`src/sv/tlf_pkg.sv`:
```
// shared types, constants and helpers for the text line filter
package tlf_pkg;

  // default count of line number digits
  localparam int NUMBER_DIGITS_DEF = 6;

  // entries in the queue between front and back
  localparam int QUEUE_DEPTH = 2;

  // configuration port widths
  localparam int CFG_IDX_W  = 3;
  localparam int CFG_DATA_W = 1;

  // configuration register indexes
  typedef enum logic [CFG_IDX_W-1:0] {
    CFG_NUMBER_ALL       = 3'd0,
    CFG_NUMBER_NONBLANK  = 3'd1,
    CFG_SQUEEZE_BLANK    = 3'd2,
    CFG_SHOW_LINE_ENDS   = 3'd3,
    CFG_SHOW_TABS        = 3'd4,
    CFG_SHOW_NONPRINTING = 3'd5
  } cfg_idx_t;

  // configuration register bank
  typedef struct packed {
    logic number_all;
    logic number_nonblank;
    logic squeeze_blank;
    logic show_line_ends;
    logic show_tabs;
    logic show_nonprinting;
  } cfg_t;

  // escape prefix that goes before the final byte
  typedef enum logic [1:0] {
    PRE_NONE  = 2'd0,
    PRE_CARET = 2'd1,
    PRE_META  = 2'd2
  } pre_t;

  // character codes
  localparam logic [7:0] CH_TAB      = 8'h09;
  localparam logic [7:0] CH_NL       = 8'h0A;
  localparam logic [7:0] CH_SPACE    = 8'h20;
  localparam logic [7:0] CH_DOLLAR   = 8'h24;
  localparam logic [7:0] CH_DASH     = 8'h2D;
  localparam logic [7:0] CH_ZERO     = 8'h30;
  localparam logic [7:0] CH_QMARK    = 8'h3F;
  localparam logic [7:0] CH_I        = 8'h49;
  localparam logic [7:0] CH_M        = 8'h4D;
  localparam logic [7:0] CH_CARET    = 8'h5E;
  localparam logic [7:0] CH_DEL      = 8'h7F;
  localparam logic [7:0] CH_META_LO  = 8'h80;
  localparam logic [7:0] CH_META_HI  = 8'h9F;
  localparam logic [7:0] CTRL_OFFSET = 8'h40;

  // width of one queued command for a given digit count
  function automatic int cmd_width(input int digits);
    return 4 * digits + 12;
  endfunction

endpackage

```
`src/sv/tlf_if.sv`:
```
// stream interfaces for the input bytes and the output bytes

// input channel
interface tlf_in_if;
  logic       valid;
  logic       ready;
  logic [7:0] in_byte;
  logic       start_of_file;

  modport source (output valid, output in_byte, output start_of_file, input ready);
  modport sink   (input valid, input in_byte, input start_of_file, output ready);
endinterface

// output channel
interface tlf_out_if;
  logic       valid;
  logic       ready;
  logic [7:0] out_byte;
  logic       last_of_run;

  modport source (output valid, output out_byte, output last_of_run, input ready);
  modport sink   (input valid, input out_byte, input last_of_run, output ready);
endinterface

```
`src/sv/tlf_queue.sv`:
```
// small register queue between the front and the back
module tlf_queue #(
  parameter int WIDTH = 8,
  parameter int DEPTH = 2
) (
  input  logic             clk,
  input  logic             rst_n,
  input  logic             push,
  input  logic [WIDTH-1:0] wdata,
  input  logic             pop,
  output logic [WIDTH-1:0] rdata,
  output logic             full,
  output logic             empty
);

  localparam int PW = (DEPTH > 1) ? $clog2(DEPTH) : 1;
  localparam int CW = $clog2(DEPTH + 1);

  logic [WIDTH-1:0] mem_r [DEPTH];
  logic [PW-1:0]    wr_ptr_r, wr_ptr_nxt;
  logic [PW-1:0]    rd_ptr_r, rd_ptr_nxt;
  logic [CW-1:0]    count_r, count_nxt;
  logic             do_push;
  logic             do_pop;

  assign full    = (count_r == CW'(DEPTH));
  assign empty   = (count_r == '0);
  assign do_push = push && !full;
  assign do_pop  = pop && !empty;
  assign rdata   = mem_r[rd_ptr_r];

  // pointer and fill count update
  always_comb begin
    wr_ptr_nxt = wr_ptr_r;
    rd_ptr_nxt = rd_ptr_r;
    count_nxt  = count_r;
    if (do_push) begin
      wr_ptr_nxt = (wr_ptr_r == PW'(DEPTH - 1)) ? '0 : wr_ptr_r + 1'b1;
    end
    if (do_pop) begin
      rd_ptr_nxt = (rd_ptr_r == PW'(DEPTH - 1)) ? '0 : rd_ptr_r + 1'b1;
    end
    if (do_push && !do_pop) begin
      count_nxt = count_r + 1'b1;
    end else if (do_pop && !do_push) begin
      count_nxt = count_r - 1'b1;
    end
  end

  // control registers
  always_ff @(posedge clk) begin
    if (!rst_n) begin
      wr_ptr_r <= '0;
      rd_ptr_r <= '0;
      count_r  <= '0;
    end else begin
      wr_ptr_r <= wr_ptr_nxt;
      rd_ptr_r <= rd_ptr_nxt;
      count_r  <= count_nxt;
    end
  end

  // storage
  always_ff @(posedge clk) begin
    if (do_push) begin
      mem_r[wr_ptr_r] <= wdata;
    end
  end

endmodule

```
`src/sv/tlf_front.sv`:
```
// front end: config registers, line state and byte classification
module tlf_front #(
  parameter int NUMBER_DIGITS = tlf_pkg::NUMBER_DIGITS_DEF
) (
  input  logic                          clk,
  input  logic                          rst_n,
  tlf_in_if.sink                        in_if,
  input  logic                          cfg_we,
  input  logic [tlf_pkg::CFG_IDX_W-1:0] cfg_index,
  input  logic [tlf_pkg::CFG_DATA_W-1:0] cfg_wdata,
  input  logic                          q_full,
  output logic                          q_push,
  output logic [tlf_pkg::cmd_width(NUMBER_DIGITS)-1:0] q_wdata
);

  localparam int LN_W = 4 * NUMBER_DIGITS;

  typedef struct packed {
    logic              has_num;
    logic [LN_W-1:0]   num;
    logic              dollar;
    tlf_pkg::pre_t     pre;
    logic [7:0]        chr;
  } cmd_t;

  tlf_pkg::cfg_t   cfg_r;
  logic            prev_nl_r, prev_nl_nxt;
  logic [LN_W-1:0] line_num_r, line_num_nxt;
  logic [1:0]      blank_run_r, blank_run_nxt;

  logic            accept;
  logic            is_nl;
  logic            drop;
  logic            do_number;
  logic            prev_nl_eff;
  logic [LN_W-1:0] line_num_eff;
  logic [LN_W-1:0] line_num_inc;
  logic [1:0]      blank_run_eff;
  cmd_t            cmd;

  assign in_if.ready = !q_full;
  assign accept      = in_if.valid && in_if.ready;
  assign is_nl       = (in_if.in_byte == tlf_pkg::CH_NL);

  // configuration writes
  always_ff @(posedge clk) begin
    if (!rst_n) begin
      cfg_r <= '0;
    end else if (cfg_we) begin
      case (tlf_pkg::cfg_idx_t'(cfg_index))
        tlf_pkg::CFG_NUMBER_ALL:       cfg_r.number_all       <= cfg_wdata[0];
        tlf_pkg::CFG_NUMBER_NONBLANK:  cfg_r.number_nonblank  <= cfg_wdata[0];
        tlf_pkg::CFG_SQUEEZE_BLANK:    cfg_r.squeeze_blank    <= cfg_wdata[0];
        tlf_pkg::CFG_SHOW_LINE_ENDS:   cfg_r.show_line_ends   <= cfg_wdata[0];
        tlf_pkg::CFG_SHOW_TABS:        cfg_r.show_tabs        <= cfg_wdata[0];
        tlf_pkg::CFG_SHOW_NONPRINTING: cfg_r.show_nonprinting <= cfg_wdata[0];
        default: ;
      endcase
    end
  end

  // start of file clears the line state first
  assign prev_nl_eff   = in_if.start_of_file ? 1'b1 : prev_nl_r;
  assign line_num_eff  = in_if.start_of_file ? '0 : line_num_r;
  assign blank_run_eff = in_if.start_of_file ? 2'd0 : blank_run_r;

  // bcd increment, saturating at all nines
  always_comb begin
    logic       carry;
    logic [3:0] d;
    carry        = 1'b1;
    line_num_inc = line_num_eff;
    for (int i = 0; i < NUMBER_DIGITS; i++) begin
      d = line_num_eff[4*i +: 4];
      if (carry) begin
        line_num_inc[4*i +: 4] = (d >= 4'd9) ? 4'd0 : d + 4'd1;
      end
      carry = carry && (d == 4'd9);
    end
    if (carry) begin
      line_num_inc = line_num_eff;
    end
  end

  // squeeze check, then numbering
  always_comb begin
    blank_run_nxt = blank_run_eff;
    drop          = 1'b0;
    if (cfg_r.squeeze_blank) begin
      if (is_nl && prev_nl_eff) begin
        blank_run_nxt = (blank_run_eff == 2'd2) ? 2'd2 : blank_run_eff + 2'd1;
        drop          = (blank_run_nxt == 2'd2);
      end else begin
        blank_run_nxt = 2'd0;
      end
    end
    do_number = prev_nl_eff &&
                (cfg_r.number_all || (cfg_r.number_nonblank && !is_nl));
    if (drop) begin
      prev_nl_nxt  = prev_nl_eff;
      line_num_nxt = line_num_eff;
    end else begin
      prev_nl_nxt  = is_nl;
      line_num_nxt = do_number ? line_num_inc : line_num_eff;
    end
  end

  // command classification
  always_comb begin
    cmd.has_num = do_number;
    cmd.num     = line_num_nxt;
    cmd.dollar  = cfg_r.show_line_ends && is_nl;
    cmd.pre     = tlf_pkg::PRE_NONE;
    cmd.chr     = in_if.in_byte;
    if (cfg_r.show_tabs && (in_if.in_byte == tlf_pkg::CH_TAB)) begin
      cmd.pre = tlf_pkg::PRE_CARET;
      cmd.chr = tlf_pkg::CH_I;
    end else if (cfg_r.show_nonprinting) begin
      if ((in_if.in_byte < tlf_pkg::CH_SPACE) && (in_if.in_byte != tlf_pkg::CH_TAB) &&
          !is_nl) begin
        cmd.pre = tlf_pkg::PRE_CARET;
        cmd.chr = in_if.in_byte + tlf_pkg::CTRL_OFFSET;
      end else if (in_if.in_byte == tlf_pkg::CH_DEL) begin
        cmd.pre = tlf_pkg::PRE_CARET;
        cmd.chr = tlf_pkg::CH_QMARK;
      end else if ((in_if.in_byte >= tlf_pkg::CH_META_LO) &&
                   (in_if.in_byte <= tlf_pkg::CH_META_HI)) begin
        cmd.pre = tlf_pkg::PRE_META;
        cmd.chr = in_if.in_byte - tlf_pkg::CTRL_OFFSET;
      end
    end
  end

  assign q_push  = accept && !drop;
  assign q_wdata = cmd;

  // line state registers
  always_ff @(posedge clk) begin
    if (!rst_n) begin
      prev_nl_r   <= 1'b1;
      line_num_r  <= '0;
      blank_run_r <= 2'd0;
    end else if (accept) begin
      prev_nl_r   <= prev_nl_nxt;
      line_num_r  <= line_num_nxt;
      blank_run_r <= blank_run_nxt;
    end
  end

endmodule

```
`src/sv/tlf_back.sv`:
```
// back end: expands one queued command into its output bytes
module tlf_back #(
  parameter int NUMBER_DIGITS = tlf_pkg::NUMBER_DIGITS_DEF
) (
  input  logic  clk,
  input  logic  rst_n,
  input  logic  q_empty,
  input  logic [tlf_pkg::cmd_width(NUMBER_DIGITS)-1:0] q_rdata,
  output logic  q_pop,
  tlf_out_if.source out_if
);

  localparam int LN_W = 4 * NUMBER_DIGITS;
  localparam int CW   = (NUMBER_DIGITS + 1 > 3) ? $clog2(NUMBER_DIGITS + 1) : 2;

  typedef struct packed {
    logic              has_num;
    logic [LN_W-1:0]   num;
    logic              dollar;
    tlf_pkg::pre_t     pre;
    logic [7:0]        chr;
  } cmd_t;

  typedef enum logic [3:0] {
    PH_NUM    = 4'b0001,
    PH_DOLLAR = 4'b0010,
    PH_PRE    = 4'b0100,
    PH_BYTE   = 4'b1000
  } phase_t;

  cmd_t          head;
  phase_t        phase_r, phase_nxt;
  logic          started_r, started_nxt;
  logic [CW-1:0] cnt_r, cnt_nxt;
  logic          out_valid_r;
  logic [7:0]    out_byte_r, out_byte_nxt;
  logic          out_last_r, out_last_nxt;

  phase_t        cur_ph;
  phase_t        start_ph;
  phase_t        after_num_ph;
  phase_t        after_dollar_ph;
  phase_t        next_ph;
  logic [CW-1:0] cur_cnt;
  logic          ph_end;
  logic          advance;
  logic          fire;
  logic [7:0]    dchar [NUMBER_DIGITS];
  logic [7:0]    num_char;

  assign head    = cmd_t'(q_rdata);
  assign advance = !out_valid_r || out_if.ready;
  assign fire    = advance && !q_empty;

  // phase order: number, dollar, prefix, byte
  assign after_dollar_ph = (head.pre != tlf_pkg::PRE_NONE) ? PH_PRE : PH_BYTE;
  assign after_num_ph    = head.dollar ? PH_DOLLAR : after_dollar_ph;
  assign start_ph        = head.has_num ? PH_NUM : after_num_ph;
  assign cur_ph          = started_r ? phase_r : start_ph;
  assign cur_cnt         = started_r ? cnt_r : '0;

  // digit characters with leading blanks
  always_comb begin
    logic       zero_above;
    logic [3:0] d;
    for (int i = 0; i < NUMBER_DIGITS; i++) begin
      zero_above = 1'b1;
      for (int j = 0; j < NUMBER_DIGITS; j++) begin
        if ((j >= i) && (head.num[4*j +: 4] != 4'd0)) begin
          zero_above = 1'b0;
        end
      end
      d = head.num[4*i +: 4];
      if (d > 4'd9) begin
        d = 4'd9;
      end
      dchar[i] = (zero_above && (i != 0)) ? tlf_pkg::CH_SPACE
                                          : tlf_pkg::CH_ZERO + {4'b0000, d};
    end
  end

  // most significant digit first, then the tab
  always_comb begin
    num_char = tlf_pkg::CH_TAB;
    for (int k = 0; k < NUMBER_DIGITS; k++) begin
      if (cur_cnt == CW'(k)) begin
        num_char = dchar[NUMBER_DIGITS - 1 - k];
      end
    end
  end

  // byte selection for the current phase
  always_comb begin
    out_byte_nxt = head.chr;
    out_last_nxt = 1'b0;
    ph_end       = 1'b1;
    next_ph      = PH_BYTE;
    case (cur_ph)
      PH_NUM: begin
        out_byte_nxt = num_char;
        ph_end       = (cur_cnt == CW'(NUMBER_DIGITS));
        next_ph      = after_num_ph;
      end
      PH_DOLLAR: begin
        out_byte_nxt = tlf_pkg::CH_DOLLAR;
        next_ph      = after_dollar_ph;
      end
      PH_PRE: begin
        if (head.pre == tlf_pkg::PRE_META) begin
          case (cur_cnt)
            CW'(0):  out_byte_nxt = tlf_pkg::CH_M;
            CW'(1):  out_byte_nxt = tlf_pkg::CH_DASH;
            default: out_byte_nxt = tlf_pkg::CH_CARET;
          endcase
          ph_end = (cur_cnt == CW'(2));
        end else begin
          out_byte_nxt = tlf_pkg::CH_CARET;
        end
      end
      PH_BYTE: begin
        out_byte_nxt = head.chr;
        out_last_nxt = 1'b1;
      end
      default: begin
        out_byte_nxt = head.chr;
        out_last_nxt = 1'b1;
      end
    endcase
  end

  // sequencer next state
  always_comb begin
    started_nxt = started_r;
    phase_nxt   = phase_r;
    cnt_nxt     = cnt_r;
    if (fire) begin
      started_nxt = !out_last_nxt;
      phase_nxt   = ph_end ? next_ph : cur_ph;
      cnt_nxt     = (ph_end || out_last_nxt) ? '0 : cur_cnt + 1'b1;
    end
  end

  assign q_pop = fire && out_last_nxt;

  // sequencer and output valid registers
  always_ff @(posedge clk) begin
    if (!rst_n) begin
      started_r   <= 1'b0;
      phase_r     <= PH_NUM;
      cnt_r       <= '0;
      out_valid_r <= 1'b0;
    end else begin
      started_r <= started_nxt;
      phase_r   <= phase_nxt;
      cnt_r     <= cnt_nxt;
      if (fire) begin
        out_valid_r <= 1'b1;
      end else if (advance) begin
        out_valid_r <= 1'b0;
      end
    end
  end

  // output payload register
  always_ff @(posedge clk) begin
    if (fire) begin
      out_byte_r <= out_byte_nxt;
      out_last_r <= out_last_nxt;
    end
  end

  assign out_if.valid       = out_valid_r;
  assign out_if.out_byte    = out_byte_r;
  assign out_if.last_of_run = out_last_r;

endmodule

```
`src/sv/text_line_filter_with_escapes_top.sv`:
```
// top level of the text line filter with escapes
// the first output byte of an accepted input passes through the command queue and then the output register
// throughput: one input transaction per cycle while each yields one output byte and the output is not stalled
// an input that yields n bytes holds the output sequencer until all n are issued (n up to digits + 5)
// the two-entry command queue lets the input side run ahead of the output sequencer
// reset: synchronous active-low rst_n clears config, line state, queue and output valid
module text_line_filter_with_escapes_top #(
  parameter int NUMBER_DIGITS = tlf_pkg::NUMBER_DIGITS_DEF
) (
  input  logic                           clk,
  input  logic                           rst_n,
  tlf_in_if.sink                         in_if,
  tlf_out_if.source                      out_if,
  input  logic                           cfg_we,
  input  logic [tlf_pkg::CFG_IDX_W-1:0]  cfg_index,
  input  logic [tlf_pkg::CFG_DATA_W-1:0] cfg_wdata
);

  localparam int CMD_W = tlf_pkg::cmd_width(NUMBER_DIGITS);

  logic             q_push;
  logic             q_pop;
  logic             q_full;
  logic             q_empty;
  logic [CMD_W-1:0] q_wdata;
  logic [CMD_W-1:0] q_rdata;

  // classification and line state
  tlf_front #(
    .NUMBER_DIGITS(NUMBER_DIGITS)
  ) u_front (
    .clk      (clk),
    .rst_n    (rst_n),
    .in_if    (in_if),
    .cfg_we   (cfg_we),
    .cfg_index(cfg_index),
    .cfg_wdata(cfg_wdata),
    .q_full   (q_full),
    .q_push   (q_push),
    .q_wdata  (q_wdata)
  );

  // command queue
  tlf_queue #(
    .WIDTH(CMD_W),
    .DEPTH(tlf_pkg::QUEUE_DEPTH)
  ) u_queue (
    .clk  (clk),
    .rst_n(rst_n),
    .push (q_push),
    .wdata(q_wdata),
    .pop  (q_pop),
    .rdata(q_rdata),
    .full (q_full),
    .empty(q_empty)
  );

  // output byte sequencer
  tlf_back #(
    .NUMBER_DIGITS(NUMBER_DIGITS)
  ) u_back (
    .clk    (clk),
    .rst_n  (rst_n),
    .q_empty(q_empty),
    .q_rdata(q_rdata),
    .q_pop  (q_pop),
    .out_if (out_if)
  );

endmodule

```
`src/flat_wrapper.sv`:
```
// flat-port wrapper written by rule: the top's interface ports become plain ports
module text_line_filter_with_escapes_top_flat 
#(
  parameter int NUMBER_DIGITS = tlf_pkg::NUMBER_DIGITS_DEF
)
  (clk, rst_n, cfg_we, cfg_index, cfg_wdata, in_if_valid, in_if_in_byte, in_if_start_of_file, in_if_ready, out_if_valid, out_if_out_byte, out_if_last_of_run, out_if_ready);
  tlf_in_if in_if_i ();
  tlf_out_if out_if_i ();
  input  logic clk;
  input  logic rst_n;
  input  logic cfg_we;
  input  logic [tlf_pkg::CFG_IDX_W-1:0] cfg_index;
  input  logic [tlf_pkg::CFG_DATA_W-1:0] cfg_wdata;
  input wire logic [$bits(in_if_i.valid)-1:0] in_if_valid;
  input wire logic [$bits(in_if_i.in_byte)-1:0] in_if_in_byte;
  input wire logic [$bits(in_if_i.start_of_file)-1:0] in_if_start_of_file;
  output wire logic [$bits(in_if_i.ready)-1:0] in_if_ready;
  output wire logic [$bits(out_if_i.valid)-1:0] out_if_valid;
  output wire logic [$bits(out_if_i.out_byte)-1:0] out_if_out_byte;
  output wire logic [$bits(out_if_i.last_of_run)-1:0] out_if_last_of_run;
  input wire logic [$bits(out_if_i.ready)-1:0] out_if_ready;
  assign in_if_i.valid = in_if_valid;
  assign in_if_i.in_byte = in_if_in_byte;
  assign in_if_i.start_of_file = in_if_start_of_file;
  assign in_if_ready = in_if_i.ready;
  assign out_if_valid = out_if_i.valid;
  assign out_if_out_byte = out_if_i.out_byte;
  assign out_if_last_of_run = out_if_i.last_of_run;
  assign out_if_i.ready = out_if_ready;
  text_line_filter_with_escapes_top #(.NUMBER_DIGITS(NUMBER_DIGITS)) u_core (.clk(clk), .rst_n(rst_n), .in_if(in_if_i), .out_if(out_if_i), .cfg_we(cfg_we), .cfg_index(cfg_index), .cfg_wdata(cfg_wdata));
endmodule
```
`config.mk`:
```
export PLATFORM = sky130hd
export DESIGN_NAME = text_line_filter_with_escapes_top_flat
export DESIGN_NICKNAME = d
export VERILOG_FILES = /design/src/sv/tlf_pkg.sv /design/src/sv/tlf_if.sv /design/src/sv/tlf_queue.sv /design/src/sv/tlf_front.sv /design/src/sv/tlf_back.sv /design/src/sv/text_line_filter_with_escapes_top.sv /design/src/flat_wrapper.sv
export SDC_FILE = /design/constraint.sdc
export NUM_CORES = 1
export LEC_CHECK = 0
export BUFFER_PORTS_ARGS = -buffer_cell sky130_fd_sc_hd__buf_2
export CORE_UTILIZATION = 55
export DETAILED_ROUTE_END_ITERATION = 10
export PLACE_DENSITY = 0.72
export SLEW_MARGIN = 20
export SYNTH_ARGS = -nofsm -noshare
export SYNTH_HDL_FRONTEND = slang
export SYNTH_HIERARCHICAL = 1
export SYNTH_SLANG_ARGS = --single-unit
export TNS_END_PERCENT = 50
```
`constraint.sdc`:
```
create_clock -name clk -period 8.3 [get_ports clk]
set_clock_uncertainty 0.2 [all_clocks]
set_input_delay 1.66 -clock clk [delete_from_list [all_inputs] [get_ports clk]]
set_output_delay 1.66 -clock clk [all_outputs]
set_load 0.05 [all_outputs]
```
==> flow_metrics.py <==
metrics = {
    "timing": {
        "timing_hold_violations_final": 0,
        "max_slew.worst_pin.slew_ns": 0.972,
        "max_freq_mhz": 227,
        "fin_ws_ns": 3.89,
        "fin_crit_ns": 4.41,
        "tns_ns": 0,
        "drv_slew": 0,
        "report.final.setup_viol": 0,
        "final.period_utilization": 0.532,
        "slew_headroom": 0.350,
        "rsz0062_at_grt": "no",
    },
    "synth": {
        "synth.distinct_cells": 92,
        "synth.avg_cell_area_um2": 10.4,
        "synthArstFlopShare": 0,
        "synth_enable_flop_cells": 81,
        "ys_ff_latch": 128,
        "yosys_most_used_dff": "edfxtp_1",
        "netlist.area_leader.share": 0.328,
        "ys_warn_count": 6,
        "syn_nets": 763,
        "synth_area_mm2": 0.00743,
        "synth_area_leader_cell": "edfxtp_1",
        "synth_area_leaders": "edfxtp_1, dfxtp_1, mux2_2",
        "seq_area_frac_synth": 0.454,
        "syn_inst": 717,
    },
    "setup_path": {
        "worstPathMaxFanout": 38,
        "worstPathRequired_ns": 8.30,
        "end_kind": "flip-flop",
        "max_stage_delay_ns": 0.58,
        "path_cells": "buf_2 -> nor2b_1 -> inv_1 -> ha_1 -> and3b_1 -> nand4_2 -> nor3_2 -> nor2_1 -> o21ai_0",
        "timing.critical_path.buf_inv": 2,
        "arrival_ns": 4.41,
        "cpMaxStageDelayCell": "nor3_2",
        "path_delay_family": "simple AND/OR/NAND/NOR gates",
        "critical_path_class": "in2reg",
        "critPathLaunchType": "input port",
    },
    "detailed_routing": {
        "wl_met2_um": 8400,
        "wl_per_cell_um": 18.9,
        "drt_iter0_markers": 553,
        "met3_length_um": 1080,
        "via_count": 5825,
        "viasPerCell": 6.32,
        "wl_met1_um": 7660,
        "wl_um": 17400,
        "dr.max_layer_used": "met4",
        "drc": 0,
        "drtAntennaViolNets": 0,
        "first_pass_iters": 6,
    },
    "placement": {
        "dp_hpwl_um": 11800,
        "io_buffers": 28,
        "dp_cells": 889,
        "place_congestion": 0.916,
        "pre_cts_slack_ns": 3.45,
    },
    "cells_and_area": {
        "finalNonFillerCells": 921,
        "nFillCells": 1031,
        "drive_gt1_frac": 0.180,
        "layout_commonest_cell": "edfxtp_1",
        "multiInputGateArea_mm2": 0.00371,
        "seq_area_mm2": 0.00337,
        "utilization": 0.623,
        "num-nets-final": 778,
        "layout.cells.most_common_list": "edfxtp_1, nand2_1, dfxtp_1",
        "area_delta_synth_final_pct": 10.7,
        "n_antenna_cell": 0,
    },
    "floorplan": {
        "num_rows": 42,
        "die-width_um": 118,
        "start_util": 0.563,
        "core-area_mm2": 0.0132,
        "io_pins": 29,
        "dieHeight_um": 118,
        "dieArea_mm2": 0.0140,
    },
    "clock_tree": {
        "cts_sinks": 128,
        "postCtsSetupBuffers": 0,
        "ctsResizeCount": 0,
        "path_clk_slew_ns": 0.06,
        "cts_buffer_depth": 2,
        "cts-buffers-inserted": 17,
        "ctsHoldBuffers": 0,
        "insertion_delay_ns": 0.42,
        "htreeDepth": 4,
        "tritoncts": "built",
        "root_buffer": "clkbuf_16",
    },
    "flow_run": {
        "maxCapViolCount": 0,
    },
    "global_route": {
        "grt_use_total": 0.259,
        "grt_pass1_vias": 5751,
        "grt_pass1_wl_um": 28300,
        "grt_start_max_net_pins": 39,
        "antenna_found_initial": 0,
        "grt_overflow": 0,
    },
    "status": {
        "status": "finished, final reports clean",
    },
    "pwr": {
        "p_switching_uw": 831,
        "power_density_mw_per_mm2": 289,
        "pwr-share-seq": 0.372,
        "p_comb_frac": 0.312,
        "p_leak_nw": 3.00,
        "p_clk_frac": 0.316,
        "p_sw_frac": 0.350,
        "internal-power_mw": 1.54,
        "peakVddDrop_uv": 142,
    },
    "worst_hold_path": {
        "min_path_type": "reg2reg",
    },
}
## cell families (layout without fill, tap and decap cells)
| family | Yosys count | count (layout) | share of synthesized area |
|---|---|---|---|
| AO/OA/AOI/OAI | 172 | 172 | 0.163 |
| XOR/XNOR | 7 | 7 | 0.00826 |
| adder cells (fa/ha/maj) | 28 | 28 | 0.0472 |
| buffers and inverters | 71 | 99 | 0.0465 |
| flip-flops | 128 | 128 | 0.454 |
| multiplexers | 48 | 48 | 0.0709 |
| AND/OR/NAND/NOR | 263 | 263 | 0.210 |
## worst register-to-register path, delay by kind of cell (launching register included)
family	cells	cell delay, ns
DFF	1	0.31
muxes	1	0.42
and+or+nand+nor	3	0.98
buffers and inverters	1	0.42
adders and majority gates	1	0.34
AOI/OAI and AO/OA	4	0.94
## power groups by stage
stage,clock network (mW),logic [mW],registers [mW]
finish,0.750,0.741,0.883
global route,0.786,0.790,0.896
CTS,0.760,0.732,0.883
detailed placement,0,0.725,0.894
global placement,0,0.717,0.890
floorplan,0,0.483,0.963
## registers in the layout, indices dropped and copies added (netlist names), 2 cells and up, named ones only
name	flops
u_core/u_back/cnt_r	3
u_core/u_queue/mem_r	72
u_core/u_front/blank_run_r	2
u_core/u_front/line_num_r	24
u_core/u_back/out_if.out_byte	8
u_core/u_back/phase_r	4
u_core/u_front/cfg_r	6
u_core/u_queue/count_r	2
## final cells by class
type	count	area share
Tap cell	176	0.0268
Inverter	35	0.0160
Timing Repair Buffer	32	0.0207
Sequential cell	128	0.410
Multi-Input combinational cell	518	0.452
Clock buffer	24	0.0670
Clock inverter	8	0.00731
## path summary, 6_finish.rpt
kind	endpoint	start	slack [ns]	cells after the start
worst max register to register	u_core/u_queue/count_r[1]$_SDFFE_PN0P_	flip-flop	4.65	10
worst max-delay path	u_core/u_queue/mem_r[1][12]$_DFFE_PP_	in_if_start_of_file	3.89	9
worst min-delay path	u_core/u_front/blank_run_r[0]$_SDFFE_PN0P_	u_core/u_front/blank_run_r[0]$_SDFFE_PN0P_	0.27	2
worst min register to register	u_core/u_front/blank_run_r[0]$_SDFFE_PN0P_	u_core/u_front/blank_run_r[0]$_SDFFE_PN0P_	0.27	2
## stage by stage
step / hold WS [ns] / instance area, um^2 / power [mW]
3_3_place_gp: 0.242 / 7610 / 1.61
5_1_grt: 0.298 / 8220 / 2.47
2_1_floorplan: 0.232 / 7430 / 1.45
3_5_place_dp: 0.263 / 7610 / 1.62
6_report: 0.273 / 8220 / 2.37
4_1_cts: 0.274 / 8220 / 2.38
## routing by layer
layer	track usage	up-vias
li1	-	2730
met1	0.320	2830
met2	0.438	240
met3	0.0531	25
met4	0.113	0
met5	0	-
## cells in the mapped netlist, drive strengths merged (8+ instances only)
cell type	count
a21oi	33
a31oi	8
and2	12
buf	15
clkbuf	21
dfxtp	47
edfxtp	81
ha	28
inv	34
mux2	37
mux2i	11
nand2	50
nand2b	24
nand3	24
nand4	11
nor2	47
nor2b	20
nor3	15
o21ai	39
o31ai	10
No activity file was read; power rests on OpenSTA's default activity.
